## src/rtl/rrlr_pkg.sv

```systemverilog
// rrlr_pkg: shared constants for the receive ring line reader.
// No dependencies; imported by the top level and its checker.
`timescale 1ns / 1ps

package rrlr_pkg;

   localparam int DATA_W = 8;
   localparam int LEN_W  = 7;
   localparam int CNT_W  = 6;

   // request opcodes
   localparam logic OP_RX_BYTE   = 1'b0;
   localparam logic OP_READ_LINE = 1'b1;

   localparam logic [DATA_W-1:0] NEWLINE_CODE = 8'h0A;

endpackage

```

## src/rtl/rrlr_ram.sv

```systemverilog
// rrlr_ram: generic single-write, single-read synchronous RAM.
// Registered read data. No dependencies.
`timescale 1ns / 1ps

module rrlr_ram #(
   parameter int WIDTH = 8,
   parameter int DEPTH = 256
) (
   input  logic                     clock,
   input  logic                     wr_en,
   input  logic [$clog2(DEPTH)-1:0] wr_addr,
   input  logic [WIDTH-1:0]         wr_data,
   input  logic                     rd_en,
   input  logic [$clog2(DEPTH)-1:0] rd_addr,
   output logic [WIDTH-1:0]         rd_data
);

   logic [WIDTH-1:0] mem [DEPTH];
   logic [WIDTH-1:0] rd_data_ff;

   always_ff @(posedge clock) begin
      if (wr_en) begin
         mem[wr_addr] <= wr_data;
      end
      if (rd_en) begin
         rd_data_ff <= mem[rd_addr];
      end
   end

   assign rd_data = rd_data_ff;

endmodule

```

## src/rtl/rx_ring_line_reader_unit.sv

```systemverilog
// rx_ring_line_reader_unit: receive byte ring with bounded line read.
// Depends on rrlr_pkg and rrlr_ram.
`timescale 1ns / 1ps
//
//  channel   | ports                                  | handshake
//  ----------+----------------------------------------+------------------------------
//  request   | req_op, req_rx_byte, req_max_len       | beat when start && !busy
//  response  | rsp_data_byte, rsp_last, rsp_count,    | beat when rsp_valid, one cycle,
//            | rsp_got_data                           | no back-pressure
//
//  A received-byte beat is written into the ring RAM at the accepting edge, unless
//  the ring is full and it is dropped; busy never rises for it, so the next beat
//  can follow in the next cycle. A line-read beat raises busy and pops the bytes
//  one at a time, each through S_ISSUE (RAM read) and then S_DATA (compare and
//  emit); busy stays high until the state that issues the terminator, whether the
//  read ends on a newline, on the limit or on an empty ring. The registered RAM
//  read sets that pace. Reset is synchronous and clears pointers and control; the
//  RAM needs no clearing pass. The response side cannot stall: each response beat
//  is shown for exactly one cycle from an output register.

module rx_ring_line_reader_unit #(
   parameter int RING_DEPTH = 256,
   parameter int MAX_READ   = 64
) (
   input  logic                         clock,
   input  logic                         reset,
   // request
   input  logic                         start,
   output logic                         busy,
   input  logic                         req_op,
   input  logic [rrlr_pkg::DATA_W-1:0]  req_rx_byte,
   input  logic [rrlr_pkg::LEN_W-1:0]   req_max_len,
   // response
   output logic                         rsp_valid,
   output logic [rrlr_pkg::DATA_W-1:0]  rsp_data_byte,
   output logic                         rsp_last,
   output logic [rrlr_pkg::CNT_W-1:0]   rsp_count,
   output logic                         rsp_got_data
);

   import rrlr_pkg::*;

   localparam int PTR_W = $clog2(RING_DEPTH);

   typedef enum logic [1:0] {
      S_IDLE,
      S_ISSUE,   // check stop conditions, launch RAM read
      S_DATA,    // RAM data back: emit byte, advance read pointer
      S_TERM     // newline seen: emit terminator
   } state_type;

   function automatic logic [PTR_W-1:0] ring_next(input logic [PTR_W-1:0] p);
      logic [PTR_W-1:0] n;
      if (p == PTR_W'(RING_DEPTH - 1)) begin
         n = '0;
      end else begin
         n = p + PTR_W'(1);
      end
      return n;
   endfunction

   state_type            state_ff, state_in;
   logic [PTR_W-1:0]     wp_ff, wp_in;
   logic [PTR_W-1:0]     rp_ff, rp_in;
   logic [CNT_W-1:0]     popped_ff, popped_in;
   logic [CNT_W-1:0]     budget_ff, budget_in;

   logic                 rsp_valid_ff, rsp_valid_in;
   logic [DATA_W-1:0]    rsp_data_ff, rsp_data_in;
   logic                 rsp_last_ff, rsp_last_in;
   logic [CNT_W-1:0]     rsp_count_ff, rsp_count_in;
   logic                 rsp_got_ff, rsp_got_in;

   logic                 accept;
   logic                 wr_en;
   logic                 rd_en;
   logic [DATA_W-1:0]    rd_data;
   logic [LEN_W-1:0]     lim;

   assign busy   = (state_ff != S_IDLE);
   assign accept = start && !busy;

   // Writes only happen while idle and reads only while busy, so the two
   // RAM ports never touch the same entry in one cycle.
   assign wr_en = accept && (req_op == OP_RX_BYTE) && (ring_next(wp_ff) != rp_ff);

   // saturate the limit, then one slot goes to the terminator
   assign lim = (req_max_len > LEN_W'(MAX_READ)) ? LEN_W'(MAX_READ) : req_max_len;

   rrlr_ram #(
      .WIDTH (DATA_W),
      .DEPTH (RING_DEPTH)
   ) u_ring (
      .clock   (clock),
      .wr_en   (wr_en),
      .wr_addr (wp_ff),
      .wr_data (req_rx_byte),
      .rd_en   (rd_en),
      .rd_addr (rp_ff),
      .rd_data (rd_data)
   );

   always_comb begin
      state_in     = state_ff;
      wp_in        = wr_en ? ring_next(wp_ff) : wp_ff;
      rp_in        = rp_ff;
      popped_in    = popped_ff;
      budget_in    = budget_ff;
      rd_en        = 1'b0;
      rsp_valid_in = 1'b0;
      rsp_data_in  = '0;
      rsp_last_in  = 1'b0;
      rsp_count_in = '0;
      rsp_got_in   = 1'b0;

      unique case (state_ff)
         S_IDLE: begin
            if (accept && (req_op == OP_READ_LINE)) begin
               popped_in = '0;
               budget_in = (lim == '0) ? '0 : CNT_W'(lim - LEN_W'(1));
               state_in  = S_ISSUE;
            end
         end
         S_ISSUE: begin
            if ((rp_ff == wp_ff) || (popped_ff == budget_ff)) begin
               // ring empty or limit reached
               rsp_valid_in = 1'b1;
               rsp_last_in  = 1'b1;
               rsp_count_in = popped_ff;
               rsp_got_in   = (popped_ff != '0);
               state_in     = S_IDLE;
            end else begin
               rd_en    = 1'b1;
               state_in = S_DATA;
            end
         end
         S_DATA: begin
            rsp_valid_in = 1'b1;
            rsp_data_in  = rd_data;
            rp_in        = ring_next(rp_ff);
            popped_in    = popped_ff + CNT_W'(1);
            state_in     = (rd_data == NEWLINE_CODE) ? S_TERM : S_ISSUE;
         end
         S_TERM: begin
            rsp_valid_in = 1'b1;
            rsp_last_in  = 1'b1;
            rsp_count_in = popped_ff;
            rsp_got_in   = 1'b1;
            state_in     = S_IDLE;
         end
         default: begin
            state_in = S_IDLE;
         end
      endcase
   end

   always_ff @(posedge clock) begin
      if (reset) begin
         state_ff     <= S_IDLE;
         wp_ff        <= '0;
         rp_ff        <= '0;
         rsp_valid_ff <= 1'b0;
      end else begin
         state_ff     <= state_in;
         wp_ff        <= wp_in;
         rp_ff        <= rp_in;
         rsp_valid_ff <= rsp_valid_in;
      end
      // payload and per-read counters need no reset
      popped_ff    <= popped_in;
      budget_ff    <= budget_in;
      rsp_data_ff  <= rsp_data_in;
      rsp_last_ff  <= rsp_last_in;
      rsp_count_ff <= rsp_count_in;
      rsp_got_ff   <= rsp_got_in;
   end

   assign rsp_valid     = rsp_valid_ff;
   assign rsp_data_byte = rsp_data_ff;
   assign rsp_last      = rsp_last_ff;
   assign rsp_count     = rsp_count_ff;
   assign rsp_got_data  = rsp_got_ff;

endmodule

```

## config.mk

```make
export PLATFORM = sky130hd
export DESIGN_NAME = rx_ring_line_reader_unit
export DESIGN_NICKNAME = d
export VERILOG_FILES = /design/src/rtl/rrlr_pkg.sv /design/src/rtl/rrlr_ram.sv /design/src/rtl/rx_ring_line_reader_unit.sv
export SDC_FILE = /design/constraint.sdc
export NUM_CORES = 2
export LEC_CHECK = 0
export BUFFER_PORTS_ARGS = -buffer_cell sky130_fd_sc_hd__buf_2
export CAP_MARGIN = 10
export CORE_MARGIN = 2
export CORE_UTILIZATION = 35
export CTS_BUF_LIST = sky130_fd_sc_hd__clkbuf_4
export CTS_CLUSTER_DIAMETER = 100
export DETAILED_ROUTE_END_ITERATION = 8
export PLACE_DENSITY = 0.49
export SLEW_MARGIN = 25
export SYNTH_ARGS = -nofsm -noshare
export SYNTH_HDL_FRONTEND = slang
export SYNTH_SLANG_ARGS = --single-unit
```

## constraint.sdc

```tcl
create_clock -name clock -period 4.4 [get_ports clock]
set_input_delay 0.44 -clock clock [delete_from_list [all_inputs] [get_ports clock]]
set_output_delay 0.44 -clock clock [all_outputs]
set_load 0.005 [all_outputs]
```

==> impl_metrics.prom <==
# TYPE chip_impl_metric gauge
chip_impl_metric{name="post-dp-hpwl",unit="um"} 155400
chip_impl_metric{name="boundaryPins",unit=""} 37
chip_impl_metric{name="maxClockFrequency",unit="MHz"} 230.9
chip_impl_metric{name="drt-pass1-iter-count",unit=""} 6
chip_impl_metric{name="vdd_drop_max",unit="mV"} 0.2517
chip_impl_metric{name="clock_sinks",unit=""} 2103
chip_impl_metric{name="route.antenna.remaining_nets",unit=""} 0
chip_impl_metric{name="post-route-worst-setup-slack",unit="ns"} 0.06868
chip_impl_info{name="timing.critical_path.slowest_stage_cell",value="sky130_fd_sc_hd__dfxtp_4"} 1
chip_impl_metric{name="multi_input_comb_area",unit="sq mm"} 0.01810
chip_impl_info{name="critical_path_class",value="reg2reg"} 1
chip_impl_metric{name="start_util",unit="%"} 35.23
chip_impl_metric{name="core.rowCount",unit=""} 177
chip_impl_metric{name="finalWeightedCongestion",unit=""} 0.8382
chip_impl_metric{name="power_leakage",unit="nW"} 29.09
chip_impl_metric{name="critical_path_arrival",unit="ns"} 5.39
chip_impl_metric{name="final_setup_tns",unit="ns"} 0
chip_impl_metric{name="register_area",unit="sq mm"} 0.06282
chip_impl_metric{name="synth_async_sr_flop_share",unit="%"} 0
chip_impl_metric{name="ys.warnings.count",unit=""} 0
chip_impl_info{name="ys.flop_type",value="sky130_fd_sc_hd__edfxtp_1"} 1
chip_impl_metric{name="buffers_added_on_ports",unit=""} 36
chip_impl_info{name="rsz0062_at_grt",value="no"} 1
chip_impl_metric{name="pin_count_of_the_biggest_net_entering_global_routing",unit=""} 138
chip_impl_metric{name="die_w",unit="um"} 488.0
chip_impl_metric{name="routed-via-count",unit=""} 44820
chip_impl_metric{name="final_period_minus_worst_setup_slack",unit="ns"} 4.331
chip_impl_info{name="worstHoldPathType",value="in2reg"} 1
chip_impl_info{name="run_status",value="completed"} 1
chip_impl_metric{name="drv_cap",unit=""} 0
chip_impl_metric{name="route.detailed.drc",unit=""} 0
chip_impl_metric{name="area.growth.synth_to_final",unit="%"} 15.75
chip_impl_metric{name="route.detailed.wl_per_inst",unit="um"} 30.76
chip_impl_metric{name="crit_cells",unit=""} 8
chip_impl_metric{name="totalWireLength",unit="um"} 253200
chip_impl_info{name="cell_at_the_root_of_the_clock_tree",value="sky130_fd_sc_hd__clkbuf_4"} 1
chip_impl_metric{name="setup_viol_count_final",unit=""} 0
chip_impl_metric{name="post_synthesis_sequential_element_count",unit=""} 2103
chip_impl_metric{name="core_area",unit="sq mm"} 0.2328
chip_impl_metric{name="p_total",unit="mW"} 39.90
chip_impl_metric{name="h_tree_levels",unit=""} 6
chip_impl_info{name="tritoncts_clock_tree",value="yes"} 1
chip_impl_metric{name="detailed_place.area",unit="sq mm"} 0.08750
chip_impl_metric{name="synth.distinct_cells",unit=""} 70
chip_impl_metric{name="grt-ovfl-total",unit=""} 0
chip_impl_metric{name="report.final.slew_viol_count",unit=""} 0
chip_impl_metric{name="seq_total_area_yosys",unit="%"} 76.59
chip_impl_metric{name="syn-mean-instance-area",unit="sq um"} 19.92
chip_impl_metric{name="track_usage",unit="%"} 21.02
chip_impl_metric{name="timing.reg2reg.setup_slack",unit="ns"} 0.07
chip_impl_metric{name="syn_nets",unit=""} 4144
chip_impl_metric{name="synth_area",unit="sq mm"} 0.08199
chip_impl_metric{name="cts-buffers-inserted",unit=""} 575
chip_impl_metric{name="grt_first_pass_wirelength",unit="um"} 352200
chip_impl_metric{name="cp.buffers_inverters",unit=""} 2
chip_impl_metric{name="hold_viol_final",unit=""} 0
chip_impl_info{name="crit_end",value="u_ring.rd_data[5]$_DFFE_PP_"} 1
chip_impl_metric{name="worst_r2r_path_depth",unit=""} 8
chip_impl_metric{name="max_stage_delay",unit="ns"} 0.92
chip_impl_metric{name="dp_worst_setup_slack",unit="ns"} -0.03534
chip_impl_metric{name="synth-edff-count",unit=""} 2068
chip_impl_metric{name="grt_pass1_vias",unit=""} 45710
chip_impl_metric{name="hold-worst-slack",unit="ns"} 0.1010
chip_impl_metric{name="cellPowerDensity",unit="mW/mm^2"} 420.4
chip_impl_info{name="crit_path_launch",value="rp_ff[0]$_SDFFE_PP0P_"} 1
chip_impl_metric{name="syn-instance-count",unit=""} 4117
chip_impl_metric{name="max-clock-path-buffers",unit=""} 4
chip_impl_metric{name="via_to_cell_ratio",unit=""} 5.445
chip_impl_metric{name="clk-insertion-delay-late",unit="ns"} 1.39
chip_impl_info{name="cp_top_family",value="compound AO/OA/AOI/OAI gates"} 1
chip_impl_info{name="worst_path_most_repeated_cell",value="sky130_fd_sc_hd__buf_12"} 1
chip_impl_metric{name="finalClockSkew",unit="ns"} 0.1252
chip_impl_metric{name="timing_worst_slew_pin_value",unit="ns"} 1.247
chip_impl_metric{name="detail_route.iter0.violations",unit=""} 4299
chip_impl_info{name="r2r_end",value="u_ring.rd_data[5]$_DFFE_PP_"} 1
chip_impl_metric{name="layout.filler_cells",unit=""} 20940
chip_impl_info{name="critical_path.endpoint_type",value="register"} 1
chip_impl_metric{name="final_critical_path_share_of_the_clock_period",unit="%"} 98.44
chip_impl_info{name="cp_cell_sequence",value="buf_12 -> buf_12 -> mux4_2 -> a22o_1 -> o21ai_0 -> o211ai_1 -> a31oi_1 -> nor3b_1"} 1
chip_impl_info{name="critical_path.startpoint_type",value="register"} 1
chip_impl_metric{name="timing.critical_path.required",unit="ns"} 5.46
chip_impl_metric{name="final_layout_size_suffix_gt1_share",unit="%"} 31.80
chip_impl_info{name="timing.rr.start",value="rp_ff[0]$_SDFFE_PP0P_"} 1
chip_impl_metric{name="final_layout_net_count",unit=""} 4771
chip_impl_metric{name="timing.max_slew.rel_slack",unit="%"} 16.08
chip_impl_metric{name="antenna_violations_before_repair",unit=""} 13
chip_impl_metric{name="fp.dieArea",unit="sq mm"} 0.2382
chip_impl_metric{name="timing.critical_path.fanout_max",unit=""} 19
chip_impl_metric{name="fp.dieH",unit="um"} 488.0
chip_impl_metric{name="final_design_instance_area_without_fill",unit="sq mm"} 0.09491
chip_impl_metric{name="clkTransAtPathRegs",unit="ns"} 0.06
==> sequential cells by signal (all words and copies together), names as in the netlist <==
signal          count
budget_ff           6
popped_ff           6
rp_ff               8
rsp_count           6
rsp_data_byte       8
rsp_got_data        1
rsp_last            1
rsp_valid           1
state_ff            2
u_ring.mem       2048
u_ring.rd_data      8
wp_ff               8
==> cells by family after synthesis <==
family,count (synthesis),share of synthesized area (%)
AO/OA/AOI/OAI,467,3.986
XOR/XNOR,32,0.3418
multiplexers,624,14.08
AND/OR/NAND/NOR,615,3.404
flip-flops,2103,76.59
adder cells (fa/ha/maj),8,0.1221
buffers and inverters,268,1.473
==> worst min path at each step <==
stage	startpoint	end	slack, ns	depth (start not counted)
after floorplan	u_ring.rd_data[3]$_DFFE_PP_	rsp_data_byte[3]$_SDFF_PN0_	0.44	1
after global placement	state_ff[0]$_SDFFE_PP0P_	state_ff[0]$_SDFFE_PP0P_	0.55	1
after detailed placement	state_ff[1]$_SDFFE_PP0P_	state_ff[0]$_SDFFE_PP0P_	0.57	2
after CTS	req_op	wp_ff[2]$_SDFFE_PP0P_	0.11	6
after global routing	req_rx_byte[3]	u_ring.mem[115][3]$_DFFE_PP_	0.01	2
final	req_rx_byte[3]	u_ring.mem[72][3]$_DFFE_PP_	0.10	2
==> stage by stage <==
step	cells	util, %
after floorplan	4117	-
after global placement	7259	37.57
after detailed placement	7260	37.59
after CTS	8225	40.75
after global routing	8229	40.77
final	8232	40.77
==> repair_timing <==
action	4_1_cts	5_1_grt
setup buffers	1	0
endpoints found under the hold margin	1338	0
hold buffers	37	0
endpoints found under the setup margin	1	0
resized for setup	0	0
==> cells in the final DEF (no fill, tap or decap), drive strengths merged, types with 20 or more instances in the layout <==
cell type and count:
inv 25, nor2b 34, dlygate4sd3 37, clkbuf 847, a22oi 92, nor2 322
nor3 20, a221oi 45, mux4 422, clkinv 65, a21oi 99, mux2i 187
a211oi 40, dfxtp 35, nand3 57, o221ai 20, nand2 96, o21ai 58
buf 257, edfxtp 2068
==> area by class of cell <==
type / count / share of cell area, %
tap: 3132 / 4.129
clock inverter: 86 / 0.6842
sequential: 2103 / 66.19
antenna: 6 / 0.01582
inverter: 18 / 0.07119
clock buffer: 841 / 6.652
timing repair buffer: 300 / 3.183
multi-input combinational: 1746 / 19.07
==> layer usage <==
metal	GRT usage [%]	vias up	wire [um]
li1	-	18630	-
met1	29.06	23800	108400
met2	33.17	1990	119800
met3	4.536	389	18920
met4	6.621	14	6075
met5	0	-	94
==> power by group <==
| part | total (mW) | internal, mW | switching, mW |
|---|---|---|---|
| Combinational | 0.598 | 0.135 | 0.463 |
| Sequential | 22.0 | 22.0 | 0.0135 |
| Clock | 17.3 | 9.35 | 7.94 |
| Total | 39.9 | 31.5 | 8.42 |
==> Yosys cell counts (7+ instances only) <==
cell type / number / area share (%)
sky130_fd_sc_hd__inv_1: 15 / 0.069
sky130_fd_sc_hd__mux2_2: 14 / 0.19
sky130_fd_sc_hd__mux2i_1: 187 / 2.3
sky130_fd_sc_hd__nor4_1: 9 / 0.069
sky130_fd_sc_hd__a21oi_1: 99 / 0.60
sky130_fd_sc_hd__a22o_1: 12 / 0.13
sky130_fd_sc_hd__edfxtp_1: 2068 / 76
sky130_fd_sc_hd__dfxtp_1: 35 / 0.85
sky130_fd_sc_hd__or3_1: 7 / 0.053
sky130_fd_sc_hd__o221ai_1: 20 / 0.21
sky130_fd_sc_hd__nand3_2: 11 / 0.13
sky130_fd_sc_hd__buf_4: 28 / 0.26
sky130_fd_sc_hd__ha_1: 8 / 0.12
sky130_fd_sc_hd__a22oi_1: 92 / 0.84
sky130_fd_sc_hd__a31oi_1: 14 / 0.11
sky130_fd_sc_hd__xnor2_1: 17 / 0.18
sky130_fd_sc_hd__nand4_1: 14 / 0.11
sky130_fd_sc_hd__clkbuf_1: 109 / 0.50
sky130_fd_sc_hd__o22ai_1: 17 / 0.13
sky130_fd_sc_hd__a221oi_1: 45 / 0.48
sky130_fd_sc_hd__nand2b_1: 14 / 0.11
sky130_fd_sc_hd__a211oi_1: 40 / 0.37
sky130_fd_sc_hd__nor2b_1: 34 / 0.26
sky130_fd_sc_hd__o21ai_0: 57 / 0.35
sky130_fd_sc_hd__nand3_1: 46 / 0.28
sky130_fd_sc_hd__and2_1: 14 / 0.11
sky130_fd_sc_hd__nand2_1: 95 / 0.43
sky130_fd_sc_hd__buf_1: 36 / 0.16
sky130_fd_sc_hd__mux4_2: 422 / 12
sky130_fd_sc_hd__buf_2: 77 / 0.47
sky130_fd_sc_hd__nor2_1: 322 / 1.5
sky130_fd_sc_hd__nor3_1: 20 / 0.12
sky130_fd_sc_hd__and3_1: 7 / 0.053
sky130_fd_sc_hd__a2111oi_0: 14 / 0.15
sky130_fd_sc_hd__xor2_1: 15 / 0.16
Power figures use the tool's default switching activity.
